$ cat config.mk
export PLATFORM = sky130hd
export DESIGN_NAME = flight_phase_detector_unit
export DESIGN_NICKNAME = d
export VERILOG_FILES = /design/src/hdl/fpd_pkg.sv /design/src/hdl/fpd_ram.sv /design/src/hdl/fpd_fifo.sv /design/src/hdl/fpd_front.sv /design/src/hdl/fpd_back.sv /design/src/hdl/flight_phase_detector_unit.sv
export SDC_FILE = /design/constraint.sdc
export NUM_CORES = 2
export LEC_CHECK = 0
export ABC_AREA = 1
export BUFFER_PORTS_ARGS = -buffer_cell sky130_fd_sc_hd__buf_4
export CORE_MARGIN = 2
export CORE_UTILIZATION = 50
export DETAILED_ROUTE_END_ITERATION = 6
export MAX_ROUTING_LAYER = met4
export PLACE_DENSITY = 0.65
export SLEW_MARGIN = 20
export SYNTH_ARGS = -nofsm -noshare
export SYNTH_HDL_FRONTEND = slang
export SYNTH_SLANG_ARGS = --single-unit
$ cat constraint.sdc
create_clock -name clk -period 7.43 [get_ports clk]
set_input_delay 0 -clock clk [delete_from_list [all_inputs] [get_ports clk]]
set_output_delay 0 -clock clk [all_outputs]
set_load 0.005 [all_outputs]
$ cat src/hdl/fpd_pkg.sv
// Package for the flight phase detector: field widths, codes, item and configuration types.
// Used by the front end, the back end and the top level; it depends on nothing else.
package fpd_pkg;

	localparam int ACCEL_W = 16;
	localparam int ALT_W = 24;
	localparam int LAUNCH_W = 15;
	localparam int COUNT_W = 16;
	localparam int CFG_IW = 2;
	localparam int CFG_DW = 24;
	localparam int LANDING_ACCEL = 2500;
	localparam int QUEUE_DEPTH = 2;

	localparam logic [CFG_IW-1:0] CFG_LAUNCH_ACCEL = 2'd0;
	localparam logic [CFG_IW-1:0] CFG_LANDING_ALT = 2'd1;
	localparam logic [CFG_IW-1:0] CFG_MIN_SAMPLES = 2'd2;

	typedef enum logic [1:0] {
		MODE_ACCEL = 2'd0,
		MODE_ALT = 2'd1,
		MODE_EVAL = 2'd2,
		MODE_FORCE = 2'd3
	} op_kind_t;

	typedef enum logic [1:0] {
		PH_PAD = 2'd0,
		PH_ASCENT = 2'd1,
		PH_DESCENT = 2'd2,
		PH_LANDED = 2'd3
	} phase_t;

	typedef struct packed {
		logic [1:0] mode;
		logic signed [ACCEL_W-1:0] accel_sample;
		logic signed [ALT_W-1:0] altitude_sample;
		logic [1:0] forced_state;
	} in_item_t;

	typedef struct packed {
		logic state_changed;
		logic [1:0] flight_phase;
	} out_item_t;

	typedef struct packed {
		op_kind_t kind;
		logic signed [ALT_W-1:0] sample;
		phase_t forced;
	} op_t;

	typedef struct packed {
		logic [LAUNCH_W-1:0] launch_accel_threshold;
		logic signed [ALT_W-1:0] landing_altitude_threshold;
		logic [COUNT_W-1:0] min_accel_samples;
	} cfg_t;

endpackage

$ cat src/hdl/fpd_ram.sv
// Generic single-port-write, single-port-read RAM with a registered read.
// Stands alone; no package is needed.
module fpd_ram #(
	parameter int WIDTH = 16,
	parameter int DEPTH = 64
) (
	input  logic                     clk,
	input  logic                     we,
	input  logic [$clog2(DEPTH)-1:0] waddr,
	input  logic [WIDTH-1:0]         wdata,
	input  logic                     re,
	input  logic [$clog2(DEPTH)-1:0] raddr,
	output logic [WIDTH-1:0]         rdata
);

	logic [WIDTH-1:0] mem_q [DEPTH];
	logic [WIDTH-1:0] rdata_q;

	always_ff @(posedge clk) begin
		if (we) begin
			mem_q[waddr] <= wdata;
		end
		if (re) begin
			rdata_q <= mem_q[raddr];
		end
	end

	assign rdata = rdata_q;

endmodule

$ cat src/hdl/fpd_fifo.sv
// Small register queue with push/full and pop/empty sides.
// Stands alone; no package is needed.
module fpd_fifo #(
	parameter int WIDTH = 8,
	parameter int DEPTH = 2
) (
	input  logic             clk,
	input  logic             arst_n,
	input  logic             push,
	input  logic [WIDTH-1:0] wdata,
	output logic             full,
	input  logic             pop,
	output logic [WIDTH-1:0] rdata,
	output logic             empty
);

	localparam int PW = $clog2(DEPTH);
	localparam int CW = $clog2(DEPTH + 1);

	logic [WIDTH-1:0] mem_q [DEPTH];
	logic [PW-1:0] wptr_q, rptr_q;
	logic [CW-1:0] cnt_q;
	logic do_push, do_pop;

	assign do_push = push && !full;
	assign do_pop = pop && !empty;
	assign full = (cnt_q == CW'(DEPTH));
	assign empty = (cnt_q == '0);
	assign rdata = mem_q[rptr_q];

	always_ff @(posedge clk) begin
		if (do_push) begin
			mem_q[wptr_q] <= wdata;
		end
	end

	always_ff @(posedge clk or negedge arst_n) begin
		if (!arst_n) begin
			wptr_q <= '0;
			rptr_q <= '0;
			cnt_q <= '0;
		end else begin
			if (do_push) begin
				wptr_q <= (wptr_q == PW'(DEPTH - 1)) ? '0 : wptr_q + 1'b1;
			end
			if (do_pop) begin
				rptr_q <= (rptr_q == PW'(DEPTH - 1)) ? '0 : rptr_q + 1'b1;
			end
			case ({do_push, do_pop})
				2'b10: cnt_q <= cnt_q + 1'b1;
				2'b01: cnt_q <= cnt_q - 1'b1;
				default: cnt_q <= cnt_q;
			endcase
		end
	end

endmodule

$ cat src/hdl/fpd_front.sv
// Front end: takes input items, decodes the mode into an operation and queues it.
// Depends on fpd_pkg and fpd_fifo.
module fpd_front (
	input  logic              clk,
	input  logic              arst_n,
	input  logic              push,
	output logic              full,
	input  fpd_pkg::in_item_t item,
	output fpd_pkg::op_t      op,
	output logic              op_valid,
	input  logic              op_pop
);

	import fpd_pkg::*;

	localparam int OPW = $bits(op_t);

	op_t op_d;
	logic [OPW-1:0] op_q;
	logic op_empty;

	always_comb begin
		op_d.kind = op_kind_t'(item.mode);
		op_d.forced = phase_t'(item.forced_state);
		unique case (op_kind_t'(item.mode))
			MODE_ACCEL: op_d.sample = {{(ALT_W - ACCEL_W){item.accel_sample[ACCEL_W-1]}},
				item.accel_sample};
			MODE_ALT: op_d.sample = item.altitude_sample;
			MODE_EVAL, MODE_FORCE: op_d.sample = '0;
			default: op_d.sample = '0;
		endcase
	end

	fpd_fifo #(
		.WIDTH(OPW),
		.DEPTH(QUEUE_DEPTH)
	) u_op_queue (
		.clk(clk),
		.arst_n(arst_n),
		.push(push),
		.wdata(op_d),
		.full(full),
		.pop(op_pop),
		.rdata(op_q),
		.empty(op_empty)
	);

	assign op = op_t'(op_q);
	assign op_valid = !op_empty;

endmodule

$ cat src/hdl/fpd_back.sv
// Back end: window memories, running sums, the phase checks and the result queue.
// Depends on fpd_pkg, fpd_ram and fpd_fifo.
module fpd_back #(
	parameter int ACCEL_WINDOW = 64,
	parameter int ALT_WINDOW = 16
) (
	input  logic               clk,
	input  logic               arst_n,
	input  fpd_pkg::op_t       op,
	input  logic               op_valid,
	output logic               op_pop,
	input  fpd_pkg::cfg_t      cfg,
	output fpd_pkg::out_item_t result,
	output logic               empty,
	input  logic               pop
);

	import fpd_pkg::*;

	localparam int AIW = $clog2(ACCEL_WINDOW);
	localparam int LIW = $clog2(ALT_WINDOW);
	localparam int ACC_SW = ACCEL_W + AIW;
	localparam int ALT_SW = ALT_W + LIW;
	localparam int RESW = $bits(out_item_t);
	localparam logic signed [ACC_SW-1:0] LAND_ACC = ACC_SW'(LANDING_ACCEL * ACCEL_WINDOW);
	localparam logic [ACC_SW-1:0] ACC_W_U = ACC_SW'(ACCEL_WINDOW);
	localparam logic signed [ALT_SW-1:0] ALT_W_S = ALT_SW'(ALT_WINDOW);

	logic [AIW-1:0] a_rd_idx_q, a_idx_s1;
	logic [LIW-1:0] l_rd_idx_q, l_idx_s1;
	logic [ACCEL_WINDOW-1:0] a_vld_q;
	logic [ALT_WINDOW-1:0] l_vld_q;
	logic a_vld_s1, l_vld_s1;
	logic valid_s1;
	op_t op_s1;
	logic [ACCEL_W-1:0] a_rdata, a_old;
	logic [ALT_W-1:0] l_rdata, l_old;
	logic signed [ACC_SW-1:0] a_sum_q, a_sum_d;
	logic signed [ALT_SW-1:0] l_sum_q, l_sum_d;
	logic [COUNT_W-1:0] count_q, count_d;
	phase_t phase_q, phase_d;
	logic armed_q, armed_d, changed;
	logic [ACC_SW-1:0] acc_abs, acc_lim;
	logic signed [ALT_SW-1:0] alt_thr_x, alt_lim;
	logic res_full, s1_free, advance, acc_pop, alt_pop, acc_wr, alt_wr;
	out_item_t res_d;
	logic [RESW-1:0] res_q;

	assign s1_free = !valid_s1 || !res_full;
	assign advance = valid_s1 && !res_full;
	assign op_pop = op_valid && s1_free;
	assign acc_pop = op_pop && (op.kind == MODE_ACCEL);
	assign alt_pop = op_pop && (op.kind == MODE_ALT);
	assign acc_wr = advance && (op_s1.kind == MODE_ACCEL);
	assign alt_wr = advance && (op_s1.kind == MODE_ALT);

	fpd_ram #(
		.WIDTH(ACCEL_W),
		.DEPTH(ACCEL_WINDOW)
	) u_accel_ram (
		.clk(clk),
		.we(acc_wr),
		.waddr(a_idx_s1),
		.wdata(op_s1.sample[ACCEL_W-1:0]),
		.re(acc_pop),
		.raddr(a_rd_idx_q),
		.rdata(a_rdata)
	);

	fpd_ram #(
		.WIDTH(ALT_W),
		.DEPTH(ALT_WINDOW)
	) u_alt_ram (
		.clk(clk),
		.we(alt_wr),
		.waddr(l_idx_s1),
		.wdata(op_s1.sample),
		.re(alt_pop),
		.raddr(l_rd_idx_q),
		.rdata(l_rdata)
	);

	always_ff @(posedge clk) begin
		if (op_pop) begin
			op_s1 <= op;
			a_idx_s1 <= a_rd_idx_q;
			l_idx_s1 <= l_rd_idx_q;
			a_vld_s1 <= a_vld_q[a_rd_idx_q];
			l_vld_s1 <= l_vld_q[l_rd_idx_q];
		end
	end

	always_ff @(posedge clk or negedge arst_n) begin
		if (!arst_n) begin
			valid_s1 <= 1'b0;
			a_rd_idx_q <= '0;
			l_rd_idx_q <= '0;
			a_vld_q <= '0;
			l_vld_q <= '0;
			a_sum_q <= '0;
			l_sum_q <= '0;
			count_q <= '0;
			phase_q <= PH_PAD;
			armed_q <= 1'b0;
		end else begin
			if (s1_free) begin
				valid_s1 <= op_valid;
			end
			if (acc_pop) begin
				a_rd_idx_q <= (a_rd_idx_q == AIW'(ACCEL_WINDOW - 1)) ? '0 : a_rd_idx_q + 1'b1;
			end
			if (alt_pop) begin
				l_rd_idx_q <= (l_rd_idx_q == LIW'(ALT_WINDOW - 1)) ? '0 : l_rd_idx_q + 1'b1;
			end
			if (acc_wr) begin
				a_vld_q[a_idx_s1] <= 1'b1;
			end
			if (alt_wr) begin
				l_vld_q[l_idx_s1] <= 1'b1;
			end
			if (advance) begin
				a_sum_q <= a_sum_d;
				l_sum_q <= l_sum_d;
				count_q <= count_d;
				phase_q <= phase_d;
				armed_q <= armed_d;
			end
		end
	end

	assign a_old = a_vld_s1 ? a_rdata : '0;
	assign l_old = l_vld_s1 ? l_rdata : '0;
	assign acc_abs = a_sum_q[ACC_SW-1] ? ACC_SW'(-a_sum_q) : ACC_SW'(a_sum_q);
	assign acc_lim = ACC_SW'(cfg.launch_accel_threshold) * ACC_W_U;
	assign alt_thr_x = {{LIW{cfg.landing_altitude_threshold[ALT_W-1]}},
		cfg.landing_altitude_threshold};
	assign alt_lim = alt_thr_x * ALT_W_S;

	always_comb begin
		a_sum_d = a_sum_q;
		l_sum_d = l_sum_q;
		count_d = count_q;
		phase_d = phase_q;
		armed_d = armed_q;
		changed = 1'b0;
		unique case (op_s1.kind)
			MODE_ACCEL: begin
				a_sum_d = a_sum_q
					+ {{AIW{op_s1.sample[ACCEL_W-1]}}, op_s1.sample[ACCEL_W-1:0]}
					- {{AIW{a_old[ACCEL_W-1]}}, a_old};
				count_d = (count_q == '1) ? count_q : count_q + 1'b1;
			end
			MODE_ALT: begin
				l_sum_d = l_sum_q + {{LIW{op_s1.sample[ALT_W-1]}}, op_s1.sample}
					- {{LIW{l_old[ALT_W-1]}}, l_old};
			end
			MODE_EVAL: begin
				if ((phase_d == PH_PAD && acc_abs > acc_lim
					&& count_q >= cfg.min_accel_samples && l_sum_q > alt_lim)
					|| (phase_d == PH_ASCENT && armed_d)) begin
					phase_d = PH_ASCENT;
					changed = 1'b1;
					armed_d = 1'b0;
				end
				if (((phase_d == PH_ASCENT || phase_d == PH_DESCENT) && l_sum_q < alt_lim
					&& a_sum_q != LAND_ACC) || (phase_d == PH_LANDED && armed_d)) begin
					phase_d = PH_LANDED;
					changed = 1'b1;
					armed_d = 1'b0;
				end
				if ((phase_d == PH_ASCENT && acc_abs < acc_lim)
					|| (phase_d == PH_DESCENT && armed_d)) begin
					phase_d = PH_DESCENT;
					changed = 1'b1;
					armed_d = 1'b0;
				end
			end
			MODE_FORCE: begin
				phase_d = op_s1.forced;
				armed_d = 1'b1;
			end
			default: begin
				phase_d = phase_q;
			end
		endcase
		res_d.state_changed = changed;
		res_d.flight_phase = phase_d;
	end

	fpd_fifo #(
		.WIDTH(RESW),
		.DEPTH(QUEUE_DEPTH)
	) u_result_queue (
		.clk(clk),
		.arst_n(arst_n),
		.push(advance),
		.wdata(res_d),
		.full(res_full),
		.pop(pop),
		.rdata(res_q),
		.empty(empty)
	);

	assign result = out_item_t'(res_q);

endmodule

$ cat src/hdl/flight_phase_detector_unit.sv
// Top level of the flight phase detector: configuration registers, front end and back end.
// Depends on fpd_pkg, fpd_front and fpd_back.
//
// Items enter through push/full and each gives exactly one result, taken through
// empty/pop in the order the items were accepted. An accepted item is registered in
// the operation queue, then in the back end stage, and then its result is written to
// the result queue, from which it is shown on the result ports.
// One item per cycle is sustained while results are popped; the back end needs no
// extra read for an item, as the window entry it replaces is read from RAM on entry.
// Both queues are two entries deep. When the receiver stops popping, the result
// queue fills, the back end holds its item, the operation queue fills and full rises.
// Configuration is written through cfg_write, cfg_index and cfg_data and takes effect
// for items processed after the write; indexes beyond the list are ignored.
// Reset clears the phase, sums, sample count, indexes and registers at once; the
// window RAMs keep one valid flag per entry, so an entry never written reads as zero
// and no clearing pass is needed.
module flight_phase_detector_unit #(
	parameter int ACCEL_WINDOW = 64,
	parameter int ALT_WINDOW = 16
) (
	input  logic                          clk,
	input  logic                          arst_n,
	input  logic                          push,
	output logic                          full,
	input  fpd_pkg::in_item_t             item,
	output logic                          empty,
	input  logic                          pop,
	output fpd_pkg::out_item_t            result,
	input  logic                          cfg_write,
	input  logic [fpd_pkg::CFG_IW-1:0]    cfg_index,
	input  logic [fpd_pkg::CFG_DW-1:0]    cfg_data
);

	import fpd_pkg::*;

	cfg_t cfg_q;
	op_t op;
	logic op_valid, op_pop;

	always_ff @(posedge clk or negedge arst_n) begin
		if (!arst_n) begin
			cfg_q <= '0;
		end else if (cfg_write) begin
			case (cfg_index)
				CFG_LAUNCH_ACCEL: cfg_q.launch_accel_threshold <= cfg_data[LAUNCH_W-1:0];
				CFG_LANDING_ALT: cfg_q.landing_altitude_threshold <= cfg_data[ALT_W-1:0];
				CFG_MIN_SAMPLES: cfg_q.min_accel_samples <= cfg_data[COUNT_W-1:0];
				default: cfg_q <= cfg_q;
			endcase
		end
	end

	fpd_front u_front (
		.clk(clk),
		.arst_n(arst_n),
		.push(push),
		.full(full),
		.item(item),
		.op(op),
		.op_valid(op_valid),
		.op_pop(op_pop)
	);

	fpd_back #(
		.ACCEL_WINDOW(ACCEL_WINDOW),
		.ALT_WINDOW(ALT_WINDOW)
	) u_back (
		.clk(clk),
		.arst_n(arst_n),
		.op(op),
		.op_valid(op_valid),
		.op_pop(op_pop),
		.cfg(cfg_q),
		.result(result),
		.empty(empty),
		.pop(pop)
	);

	a_full_has_data: assert property (@(posedge clk) disable iff (!arst_n)
		full |-> op_valid)
		else $error("Operation queue reports full while it holds nothing.");

	a_accept_reaches_back: assert property (@(posedge clk) disable iff (!arst_n)
		(push && !full && !op_valid) |=> op_valid)
		else $error("Accepted request did not reach the back end.");

	a_issue_gives_result: assert property (@(posedge clk) disable iff (!arst_n)
		op_pop |-> ##2 !empty)
		else $error("Request taken by the back end produced no result.");

endmodule
==> impl_metrics.py <==
metrics = {
    "sta": {
        "final.setup.tns_ns": 0,
        "setup_viol": 0,
        "slew_headroom_pct": 23.4,
        "worst_pin_slew_ns": 1.15,
        "fin_skew_ns": 0.0474,
        "period_share_pct": 59.8,
        "slew_viol_final": 0,
        "rsz0062_at_grt": "no",
        "finalHoldViolCount": 0,
        "finalHoldWorstSlack_ns": 0.0645,
        "fmax_mhz": 225,
        "period_needed_ns": 4.45,
    },
    "synthesis": {
        "synthMuxAreaShare_pct": 0,
        "yosys.area_share.simple_pct": 11.0,
        "synth_warnings": 0,
        "synth_nets": 6449,
        "ys_seq_area_share_pct": 69.9,
        "synthAdderAreaFrac_pct": 3.15,
        "synth_top_area_share_pct": 62.4,
        "synth.distinct_cells": 48,
        "syn_inst": 6215,
        "synth_edf_count": 1550,
        "synthTopCellsByArea": "edfxtp_1 (62%), dfrtp_1 (7.5%), o21ai_0 (5.6%)",
        "synth_top_family_by_area": "compound AO/OA/AOI/OAI gates",
        "synth_area_leader_cell": "edfxtp_1",
        "ys_ff_latch": 1773,
        "syn_area_um2": 74600,
        "synthArstFlopShare_pct": 12.6,
        "syn_area_per_cell_um2": 12.0,
        "synth_compound_area_share_pct": 11.1,
        "synthFlopType": "edfxtp_1",
        "synth-xor-area-share_pct": 0.857,
    },
    "clock_tree": {
        "htreeDepth": 4,
        "cts_tree": "done",
        "clockRootBuffer": "clkbuf_16",
        "cts_resized": 0,
        "clock_latency_ns": 0.82,
        "cts_made_buffers": 177,
        "clkSinkCount": 1773,
        "post_cts_buffers": 0,
        "cts_buffer_depth": 3,
        "clk_pin_slew_ns": 0.06,
    },
    "cells_and_area": {
        "n_fill_cell": 11800,
        "regArea_um2": 52100,
        "final_cell_mix": "edfxtp_1 (1550), o21ai_0 (841), nand2_1 (780)",
        "multi_input_area_um2": 19600,
        "final_common_cell": "edfxtp_1",
        "diodes": 0,
        "nNetsFinal": 6646,
        "syn2layout_area_growth_pct": 13.2,
        "fin_util_pct": 57.1,
        "drive_gt1_share_pct": 9.00,
    },
    "setup_path": {
        "critPathKind": "reg2reg",
        "worstPathArrival_ns": 5.01,
        "path_max_fanout": 5,
        "start_kind": "register",
        "end_kind": "register",
        "critPathRequiredTime_ns": 8.00,
    },
    "floorplan": {
        "start_util_pct": 50.4,
        "fp.dieH_um": 390,
        "ioPinCount": 80,
        "dieArea_um2": 152000,
        "core_um2": 148000,
        "num_rows": 141,
        "die_w_um": 390,
    },
    "power_and_ir_drop": {
        "p_leak_nw": 30.9,
        "p_total_mw": 37.6,
        "peakVddDrop_mv": 0.353,
        "power.density_nw_per_um2": 446,
    },
    "run_status": {
        "violations": "DRC",
        "status": "finished, violations left",
    },
    "placement": {
        "hpwl_um": 112000,
        "numPortBuffers": 79,
        "place.gp.congestion": 0.899,
    },
    "global_route": {
        "overflow": 0,
        "grt_pass1_vias": 47900,
        "grt_pass1_wl_um": 295000,
        "grt_max_degree": 250,
        "antenna_found_initial": 4,
        "grtUsageTotal_pct": 26.2,
    },
    "routing": {
        "drt_iter0_markers": 5556,
        "wl_um": 195000,
        "wl_per_cell_um": 23.0,
        "drt-pass1-iter-count": 7,
        "ant_nets": 0,
        "viasPerCell": 5.85,
        "vias": 49700,
        "drc_errors": 2,
    },
    "min_path": {
        "hp-class": "in2reg",
    },
    "job": {
        "maxCapViolCount": 0,
    },
}
==> worst max-delay path, cell delays in order, from the launching register on <==
cell      delay (ns)
dfrtp_1         0.41
nor2_1          0.24
nand3_1         0.14
nor2_1          0.17
nand2_1         0.15
or3_1           0.35
nand2_1         0.13
o21ai_1         0.12
a21oi_1         0.17
xor2_1          0.21
ha_1            0.27
nand3_1         0.11
inv_1           0.05
nand2_1         0.06
nand3_1         0.07
nor2_1          0.15
nor2_1          0.07
nand3_1         0.12
nand2_1         0.12
ha_1            0.29
nand2_1         0.05
nand3b_1        0.26
nand4_1         0.18
nor2_1          0.07
nand3_1         0.08
nand3_1         0.07
nand2_1         0.07
inv_1           0.05
==> area by class of cell <==
type / instances / area share, %
Clock inverter: 115 / 1.06
Timing Repair Buffer: 368 / 3.76
Sequential cell: 1773 / 61.7
Tap cell: 1930 / 2.86
Clock buffer: 218 / 5.49
Inverter: 419 / 1.88
Multi-Input combinational cell: 3673 / 23.2
==> synth_stat cells (8+ instances only) <==
master    instances
fa_1             48
edfxtp_1       1550
nand4_1          70
a31oi_1          19
nand2_1         780
nor2_1          794
dfrtp_1         223
xor2_1           46
ha_1            111
or2_2            55
o221ai_1        124
o211ai_1         25
buf_2            50
a21o_1            8
a21oi_1         190
xnor2_1          27
buf_1            25
o21ai_0         841
nand3_1         244
o22ai_1         183
inv_1           412
clkbuf_1        275
a221oi_1         33
nor3_1           16
==> what timing repair did <==
action | 4_1_cts | 5_1_grt
hold buffers | 133 | 3
setup endpoints to repair | 0 | 0
endpoints found under the hold margin | 220 | 15
==> metal layers <==
layer  global-route usage [%]  up-vias  wire (um)
li1                         -    22700          -
met1                     37.0    24700      83700
met2                     39.6     2048      90200
met3                     4.78      279      17000
met4                     6.49        0       4070
met5                        -        -          0
==> cell families (layout without fill, tap and decap cells) <==
group / after synthesis / after routing
simple gates: 1984 / 1984
flops: 1773 / 1773
compound gates: 1457 / 1457
buf+inv: 769 / 1120
fa+ha+maj: 159 / 159
xor+xnor: 73 / 73
==> per-stage QoR <==
stage | setup WS [ns] | cells | area (um^2)
global route | 2.67 | 8496 | 84400
detailed placement | 3.03 | 8027 | 77500
finish | 2.98 | 8496 | 84400
global placement | 3.15 | 8027 | 77500
CTS | 3.06 | 8493 | 84400
floorplan | 3.48 | 6215 | 74600
==> power by group <==
| part | total, mW | switching, mW | internal, mW | leakage [nW] |
|---|---|---|---|---|
| logic | 15.1 | 10.6 | 4.53 | 11.2 |
| registers | 14.0 | 0.814 | 13.2 | 16.9 |
| clock network | 8.53 | 3.82 | 4.71 | 2.71 |
==> final timing paths <==
path                                                          endpoint  slack, ns  depth (start not counted)                          start
max in group asynchronous                         cfg_q[0]$_DFFE_PN0P_       6.10                          4                         arst_n
min reg2reg                              u_back.l_vld_q[6]$_DFFE_PN0P_       0.45                          2  u_back.l_vld_q[6]$_DFFE_PN0P_
min                           u_front.u_op_queue.mem_q[0][6]$_DFFE_PP_       0.06                          4                        item[6]
min in group asynchronous                u_back.a_vld_q[2]$_DFFE_PN0P_       0.44                          4                         arst_n
max                        u_back.u_result_queue.mem_q[1][2]$_DFFE_PP_       2.98                         27  u_back.a_sum_q[5]$_DFFE_PN0P_
max reg2reg                u_back.u_result_queue.mem_q[1][2]$_DFFE_PP_       2.98                         27  u_back.a_sum_q[5]$_DFFE_PN0P_
==> flip-flops by register name, indices dropped and copies added (netlist names), 2 cells and up <==
name / count
u_back.u_alt_ram.rdata: 24
u_back.a_rd_idx_q: 6
u_back.l_rd_idx_q: 4
u_back.a_idx_s1: 6
u_back.phase_q: 2
u_back.u_result_queue.cnt_q: 2
u_back.a_vld_q: 64
u_back.u_alt_ram.mem_q: 384
u_back.u_result_queue.mem_q: 6
u_back.l_idx_s1: 4
u_back.u_accel_ram.mem_q: 1024
u_front.u_op_queue.mem_q: 56
u_front.u_op_queue.cnt_q: 2
u_back.a_sum_q: 22
u_back.u_accel_ram.rdata: 16
u_back.l_sum_q: 28
u_back.op_s1: 28
u_back.count_q: 16
u_back.l_vld_q: 16
cfg_q: 55
(Power assumes the default switching activity.)
